$ cat src/gmbrt_pkg.sv
package gmbrt_pkg;

    // grid geometry
    localparam int MAX_SIDE = 64;
    localparam int SIDE_W   = 6;
    localparam int CELLS    = 4096;
    localparam int IDX_W    = 12;
    localparam int DIST_W   = 13;
    localparam int PTR_W    = 13;

    localparam logic [DIST_W-1:0] NOT_REACHED = 13'h1000;

    // item functions
    localparam logic [1:0] FUNC_LOAD    = 2'd0;
    localparam logic [1:0] FUNC_COMPUTE = 2'd1;
    localparam logic [1:0] FUNC_MOVE    = 2'd2;

    // move codes
    localparam logic [2:0] MOVE_N     = 3'd0;
    localparam logic [2:0] MOVE_E     = 3'd1;
    localparam logic [2:0] MOVE_FWD   = 3'd2;
    localparam logic [2:0] MOVE_RIGHT = 3'd3;
    localparam logic [2:0] MOVE_LEFT  = 3'd4;
    localparam logic [2:0] MOVE_NONE  = 3'd5;

    // result status codes
    localparam logic [1:0] STAT_OK       = 2'd0;
    localparam logic [1:0] STAT_UNREACH  = 2'd1;
    localparam logic [1:0] STAT_NO_MATCH = 2'd2;
    localparam logic [1:0] STAT_FINISHED = 2'd3;

    // headings
    localparam logic [1:0] DIR_N = 2'd0;
    localparam logic [1:0] DIR_E = 2'd1;
    localparam logic [1:0] DIR_S = 2'd2;
    localparam logic [1:0] DIR_W = 2'd3;

    // register map
    localparam logic REG_ROWS = 1'b0;
    localparam logic REG_COLS = 1'b1;

    // datapath commands
    typedef enum logic [4:0] {
        OP_NONE,
        OP_CLR_PASS,
        OP_LATCH,
        OP_LOAD,
        OP_CLR_DIST,
        OP_BFS_INIT,
        OP_POP,
        OP_VRD,
        OP_VLAT,
        OP_BRD,
        OP_BCHK,
        OP_FRD,
        OP_FIN,
        OP_MBEGIN,
        OP_MRD,
        OP_MCHK,
        OP_PUB
    } op_t;

    // datapath status
    typedef struct packed {
        logic [1:0] func;
        logic       cnt_last;
        logic       q_empty;
        logic       dir_last;
        logic       unreach;
        logic       rem_zero;
        logic       match;
        logic       try_last;
    } dp_stat_t;

endpackage

$ cat src/gmbrt_ctrl.sv
module gmbrt_ctrl (
    input  logic                aclk,
    input  logic                aresetn,
    input  gmbrt_pkg::dp_stat_t stat,
    output gmbrt_pkg::op_t      op,
    input  logic                s_valid,
    output logic                s_ready,
    output logic                m_valid,
    input  logic                m_ready
);

    typedef enum logic [3:0] {
        ST_CLR, ST_IDLE, ST_DISPATCH, ST_LOAD, ST_CDIST, ST_INIT, ST_POP, ST_VRD,
        ST_VLAT, ST_BRD, ST_BCHK, ST_FRD, ST_FIN, ST_MBEGIN, ST_MRD, ST_MCHK
    } state_t;

    typedef enum logic { PH_WORK, PH_DONE } phase_t;

    state_t state_reg, state_next;
    phase_t phase_reg;
    logic   m_valid_reg;
    logic   pub;

    assign s_ready = (state_reg == ST_IDLE) && (phase_reg == PH_WORK);
    assign m_valid = m_valid_reg;
    assign pub     = (phase_reg == PH_DONE) && (!m_valid_reg || m_ready);

    // command and next state
    always_comb begin
        op         = gmbrt_pkg::OP_NONE;
        state_next = state_reg;
        if (phase_reg == PH_DONE) begin
            op = pub ? gmbrt_pkg::OP_PUB : gmbrt_pkg::OP_NONE;
        end else begin
            unique case (state_reg)
                ST_CLR: begin
                    op = gmbrt_pkg::OP_CLR_PASS;
                    if (stat.cnt_last) state_next = ST_IDLE;
                end
                ST_IDLE: begin
                    if (s_valid) begin
                        op         = gmbrt_pkg::OP_LATCH;
                        state_next = ST_DISPATCH;
                    end
                end
                ST_DISPATCH: begin
                    unique case (stat.func)
                        gmbrt_pkg::FUNC_LOAD:    state_next = ST_LOAD;
                        gmbrt_pkg::FUNC_COMPUTE: state_next = ST_CDIST;
                        gmbrt_pkg::FUNC_MOVE:    state_next = ST_MBEGIN;
                        default:                 state_next = ST_IDLE;
                    endcase
                end
                ST_LOAD: begin
                    op         = gmbrt_pkg::OP_LOAD;
                    state_next = ST_IDLE;
                end
                ST_CDIST: begin
                    op = gmbrt_pkg::OP_CLR_DIST;
                    if (stat.cnt_last) state_next = ST_INIT;
                end
                ST_INIT: begin
                    op         = gmbrt_pkg::OP_BFS_INIT;
                    state_next = ST_POP;
                end
                ST_POP: begin
                    if (stat.q_empty) begin
                        state_next = ST_FRD;
                    end else begin
                        op         = gmbrt_pkg::OP_POP;
                        state_next = ST_VRD;
                    end
                end
                ST_VRD: begin
                    op         = gmbrt_pkg::OP_VRD;
                    state_next = ST_VLAT;
                end
                ST_VLAT: begin
                    op         = gmbrt_pkg::OP_VLAT;
                    state_next = ST_BRD;
                end
                ST_BRD: begin
                    op         = gmbrt_pkg::OP_BRD;
                    state_next = ST_BCHK;
                end
                ST_BCHK: begin
                    op         = gmbrt_pkg::OP_BCHK;
                    state_next = stat.dir_last ? ST_POP : ST_BRD;
                end
                ST_FRD: begin
                    op         = gmbrt_pkg::OP_FRD;
                    state_next = ST_FIN;
                end
                ST_FIN: begin
                    op         = gmbrt_pkg::OP_FIN;
                    state_next = ST_IDLE;
                end
                ST_MBEGIN: begin
                    op         = gmbrt_pkg::OP_MBEGIN;
                    state_next = (stat.unreach || stat.rem_zero) ? ST_IDLE : ST_MRD;
                end
                ST_MRD: begin
                    op         = gmbrt_pkg::OP_MRD;
                    state_next = ST_MCHK;
                end
                ST_MCHK: begin
                    op         = gmbrt_pkg::OP_MCHK;
                    state_next = (stat.match || stat.try_last) ? ST_IDLE : ST_MRD;
                end
                default: state_next = ST_IDLE;
            endcase
        end
    end

    // state, phase and output valid
    always_ff @(posedge aclk) begin
        if (!aresetn) begin
            state_reg   <= ST_CLR;
            phase_reg   <= PH_WORK;
            m_valid_reg <= 1'b0;
        end else begin
            state_reg <= state_next;
            if (phase_reg == PH_DONE) begin
                if (pub) phase_reg <= PH_WORK;
            end else if (state_reg != ST_CLR && state_reg != ST_IDLE &&
                         state_next == ST_IDLE) begin
                phase_reg <= PH_DONE;
            end
            if (pub) begin
                m_valid_reg <= 1'b1;
            end else if (m_ready) begin
                m_valid_reg <= 1'b0;
            end
        end
    end

`ifndef SYNTH
    // one item at a time: an accepted word closes the input
    a_one_item: assert property (@(posedge aclk) disable iff (!aresetn)
        (s_valid && s_ready) |=> !s_ready) else $error("second word taken");

    // a result is only published while a finished item waits
    a_pub: assert property (@(posedge aclk) disable iff (!aresetn)
        (op == gmbrt_pkg::OP_PUB) |-> (phase_reg == PH_DONE && state_reg == ST_IDLE))
        else $error("publish outside done phase");

    // no input is taken during the reset clearing pass
    a_clr: assert property (@(posedge aclk) disable iff (!aresetn)
        (state_reg == ST_CLR) |-> !s_ready) else $error("ready during clear");
`endif

endmodule

$ cat config.mk
export PLATFORM = sky130hd
export DESIGN_NAME = gmbrt_ctrl
export DESIGN_NICKNAME = d
export VERILOG_FILES = /design/src/gmbrt_pkg.sv /design/src/gmbrt_ctrl.sv
export SDC_FILE = /design/constraint.sdc
export NUM_CORES = 1
export LEC_CHECK = 0
export BUFFER_PORTS_ARGS = -buffer_cell sky130_fd_sc_hd__buf_2
export CAP_MARGIN = 20
export CORE_MARGIN = 3
export CORE_UTILIZATION = 45
export CTS_CLUSTER_SIZE = 10
export DETAILED_ROUTE_END_ITERATION = 10
export GPL_ROUTABILITY_DRIVEN = 0
export PLACE_DENSITY = 0.8
export SLEW_MARGIN = 40
export SYNTH_ARGS = -nofsm -noshare
export SYNTH_HDL_FRONTEND = slang
export SYNTH_SLANG_ARGS = --single-unit
$ cat constraint.sdc
create_clock -name aclk -period 1.4 [get_ports aclk]
set_input_delay 0.14 -clock aclk [delete_from_list [all_inputs] [get_ports aclk]]
set_output_delay 0.14 -clock aclk [all_outputs]
set_load 0.05 [all_outputs]
== Word-level counts from Yosys, hierarchy flattened ==
Cells that the tools add are included.
W data, S select, Z words.

* Register bits after elaboration: 6
* Bits in latches: 0
* Memory bits (read-only): 0
* Output and inout port bits: 7
* Memories: 0
* RAM bits: 0
* Logic and storage cells: 56

* Mux-type cells: 20
* Bitwise logic cells: 1
* Multipliers: 0
* Eq/ne operators: 19
* Divide/modulo/power cells: 0
* Reductions and logical operators: 13
* Add/subtract/negate cells: 0
* Order comparisons: 0
* Shifts and indexed selects: 0

{| class="wikitable"
|+ Operator list
! operator !! count
|-
| $pmux W4 S15 || 2
|-
| $eq A4 B4 Y1 const B || 8
|-
| $mux W4 || 8
|-
| $eq A4 B3 Y1 const B || 4
|-
| $pmux W4 S3 || 1
|-
| $mux W5 || 2
|-
| $eq A4 B1 Y1 const B || 2
|-
| $eq A4 B2 Y1 const B || 2
|-
| $mux W1 || 5
|-
| $logic_and A1 B1 Y1 || 4
|-
| $logic_not A4 Y1 || 1
|-
| $ne A4 B1 Y1 const B || 1
|-
| $reduce_bool A4 Y1 || 1
|-
| $logic_or A1 B1 Y1 || 3
|-
| $mux W3 || 1
|-
| $eq A2 B1 Y1 const B || 1
|-
| $eq A2 B2 Y1 const B || 1
|-
| $logic_not A2 Y1 || 1
|-
| $mux W2 || 1
|-
| $reduce_bool A2 Y1 || 1
|-
| $reduce_or A2 Y1 || 1
|-
| $logic_not A1 Y1 || 1
|-
| $not A1 Y1 || 1
|}

== Depth between registers and ports, before layout ==
* Word-level depth: 8
* Depth in mapped cells: 7
* Mapped depth without buffers: 7

== Worst setup path after synthesis ==
OpenSTA, ideal clock, no wires.

* Path type: register -> output
* From: register state_reg[3]
* To: output port s_ready
* Arrival: 2.130 ns
* Data required time: 1.260 ns
* Stages on the path, launching flop included: 4
* Slack: -0.870 ns
* Cell sequence: dfxtp_1 -> buf_4 -> buf_4 -> nor4_1

* Word-level cells in the longest chain between the ends: 2

{| class="wikitable"
|+ Ends and longest elaborated chain
! item !! RTL line !! RTL
|-
| start, declared || gmbrt_ctrl.sv:19 || <nowiki>state_t state_reg, state_next;</nowiki>
|-
| start signal, assigned || gmbrt_ctrl.sv:122 || <nowiki>state_reg <= state_next;</nowiki>
|-
| $eq A4 B1 Y1 || gmbrt_ctrl.sv:24 || <nowiki>assign s_ready = (state_reg == ST_IDLE) && (phase_reg == PH_WORK);</nowiki>
|-
| $logic_and A1 B1 Y1 || gmbrt_ctrl.sv:24 ||
|-
| end, declared || gmbrt_ctrl.sv:7 || <nowiki>output logic s_ready,</nowiki>
|}

Every way passes these cells.

== Worst setup path after layout ==
* From: register state_reg[1]
* To: output port op[0]

* Word-level cells in the longest chain between the ends: 3

{| class="wikitable"
|+ Ends and longest elaborated chain
! item !! RTL line !! RTL
|-
| $eq A4 B4 Y1, or another cell as far along || gmbrt_ctrl.sv:35 || <nowiki>unique case (state_reg)</nowiki>
|-
| $pmux W4 S15 (*) || gmbrt_ctrl.sv:35 ||
|-
| $mux W5 (*) || gmbrt_ctrl.sv:32 || <nowiki>if (phase_reg == PH_DONE) begin</nowiki>
|-
| end, declared || gmbrt_ctrl.sv:5 || <nowiki>output gmbrt_pkg::op_t op,</nowiki>
|}

Mark *: on every way between the ends. The rest lies on a longest branch, timed or not.

==> key figures <==
Outcome
  • Status: finished, violations left
  • Failing checks: setup timing

Global routing
  • GRT busiest layer: met2
  • Met3 usage: 6.37%
  • Global-route wire length before repair: 3.81 mm
  • Number of global-route vias before repair: 818
  • Initial antenna violation count: 0
  • Met1 usage: 30.9%
  • Gr usage total: 26.0%
  • Met2 Use GR: 45.5%
  • Largest net degree at the start of global routing: 15
  • Grt ovf: 0

Clock network
  • Clk slew on worst S/H paths: 0.04 ns
  • Hold_buf cts: 0
  • Clk_lat worst skew: 0.25 ns
  • Clock sinks: 6
  • Max clock buf depth: 2
  • TritonCTS clock tree: yes
  • CTS buffer count: 3
  • H-tree depth: 1
  • Clock Tree Root: clkbuf_4

Critical path
  • Crit end category: primary output
  • CP delay by family, top: flip-flops
  • Critical path's largest stage delay: 0.36 ns
  • R2R cell count: 6
  • Critical path launch point type: flip-flop
  • WP data arrival: 1.39 ns
  • Crit path cell chain: buf_4 -> nor3_4 -> xnor2_1 -> nor2_2 -> buf_6
  • Reg2Reg Launch Point: state_reg[1]
  • Slack of the worst reg-to-reg path: -0.12 ns
  • Critical path data required time: 1.26 ns
  • Worst reg2reg endpoint: phase_reg
  • Worst path bufs/invs: 2
  • Crit path max fanout: 5
  • Slowest CP cell: dfxtp_4
  • Setup CP Type: flip-flop to primary output

Drt
  • DR pass1 iterations: 4
  • Vias per cell: 5.97
  • Drt drc: 0
  • Final wirelength: 2.59 mm
  • Wire per inst: 17.9 um
  • DRT iter0 DRCs: 41
  • Via count: 866
  • Antenna Nets Post-Route: 0

Pwr
  • Power per cell area: 579 nW/um^2
  • Lkg Pwr: 0.484 nW
  • VDD IR max: 0.502 mV

Synth
  • Simple-gate share of the synthesized area: 31.4%
  • Main combinational cell family by area after synthesis: compound AO/OA/AOI/OAI gates
  • Top-area cell type share of the netlist area: 17.2%
  • Multiplexer share of the synthesized area: 0%
  • Seq/Total Area, Yosys: 17.2%
  • Post-Synthesis Mean Instance Area: 7.92 um^2
  • Fraction of registers with async set/reset: 0%
  • Post-synthesis cell count: 88
  • Top_reg_cell synth: dfxtp_1
  • Synth warn: 0
  • Compound-gate portion of the synthesized area: 31.4%
  • Synthesized area: 697 um^2
  • Dominant cells by area after synthesis: dfxtp_1 (17%), buf_6 (6.5%), ha_1 (5.4%)
  • Post-synth top area cell: dfxtp_1
  • Synth Area in Adders: 5.39%
  • Syn nets: 104
  • XOR/XNOR share of the synthesized area: 1.26%
  • Synth cell types: 41
  • Yosys reg bits: 6
  • EDFF count, synth: 0

STA
  • Worst-margin pin slew: 0.424 ns
  • WHS: 0.175 ns
  • Tmin final: 1.53 ns
  • Max-slew violation count: 0
  • Final clock period utilization by the worst path: 110%
  • Setup ws final: -0.135 ns
  • Fin Setup TNS: -0.788 ns
  • Fmax: 652 MHz
  • Final setup fails: 8
  • Final Hold Vio Count: 0
  • RSZ-0062 raised after global routing: yes
  • Worst Clk Skew: 0.00440 ns
  • Max-slew headroom: 71.4%

Floorplan
  • Die Y: 45.4 um
  • Die W: 45.4 um
  • # rows: 13
  • Initial Util: 50.4%
  • Io pins: 20
  • Die area: 2060 um^2
  • Core area: 1380 um^2

Layout
  • Most common cell after layout, fill and taps aside: buf_4
  • Max FFs per register: 4
  • ANT cells: 0
  • Core Util, Final: 81.4%
  • Fin nets: 148
  • Area Growth Syn to Fin: 61.4%
  • Share of post-route cells with drive strength above 1: 59.2%
  • Finished Cell Area: 1120 um^2
  • Layout Cells excl Fill: 145
  • Commonest non-fill, non-tap cells in the layout: buf_4 (24), buf_2 (14), nor2_1 (7), buf_6 (7), a21oi_1 (5)

Flow run
  • Max Cap Viol: 0

Worst hold path
  • Hold Crit Start: aresetn
  • Hold WC Path Type: input pin to flip-flop
  • Hold Path Stages: 2
  • Hold Path Sink: m_valid

Placement
  • Post-DP Area: 968 um^2
  • Dpl hpwl: 1.53 mm
  • Buffers added on ports: 19
  • # placed instances: 137
-- through the flow --
stage	worst slack [ns]	power, mW
2_1_floorplan	-0.0161	0.355
3_3_place_gp	-0.240	0.432
3_5_place_dp	-0.286	0.438
4_1_cts	-0.121	0.632
5_1_grt	-0.187	0.679
6_report	-0.135	0.652
-- power by group --
group	total, mW	switching (mW)	internal [mW]
registers	0.188	0.0134	0.175
clock network	0.163	0.0656	0.0971
logic	0.301	0.158	0.143
-- kinds of logic after synthesis --
group / Yosys count
xor+xnor: 1
buf+inv: 13
compound gates: 29
simple gates: 36
flops: 6
fa+ha+maj: 3
-- layer usage --
metal  wire (um)  vias to the layer above
met3         217                        9
met5           0                        -
met2        1290                       50
met1        1040                      402
met4          48                        0
li1            -                      405
-- Yosys cell counts, types with 3 or more instances --
cell type,count
ha_1,3
buf_4,3
nor3_1,3
dfxtp_1,6
nor2_1,8
a21oi_1,7
nand3_1,4
nor2b_1,4
buf_6,4
a31oi_1,3
nand2b_1,4
inv_1,4
o21ai_0,4
-- worst max-delay path by stage --
| stage | startpoint | to | slack, ns | depth (start not counted) |
|---|---|---|---|---|
| finish | state_reg[1] | op[0] | -0.13 | 5 |
| global route | state_reg[0] | state_reg[2] | -0.19 | 6 |
| CTS | state_reg[0] | s_ready | -0.12 | 4 |
| detailed placement | state_reg[0] | phase_reg | -0.29 | 5 |
| global placement | state_reg[0] | phase_reg | -0.24 | 5 |
| floorplan | phase_reg | s_ready | -0.02 | 2 |
-- what timing repair did --
action	in CTS	in global routing
gates resized for setup	25	6
setup buffers	2	3
pin swaps	5	3
setup endpoints to repair	11	10
-- area by class of cell --
| type | instances | area (um^2) |
|---|---|---|
| inverter | 5 | 21.3 |
| multi-input combinational | 69 | 568 |
| sequential | 6 | 138 |
| clock buffer | 3 | 22.5 |
| timing repair buffer | 47 | 357 |
| tap | 15 | 18.8 |
| fill | 95 | 258 |
Note: power is estimated with default switching activity, not from simulation.
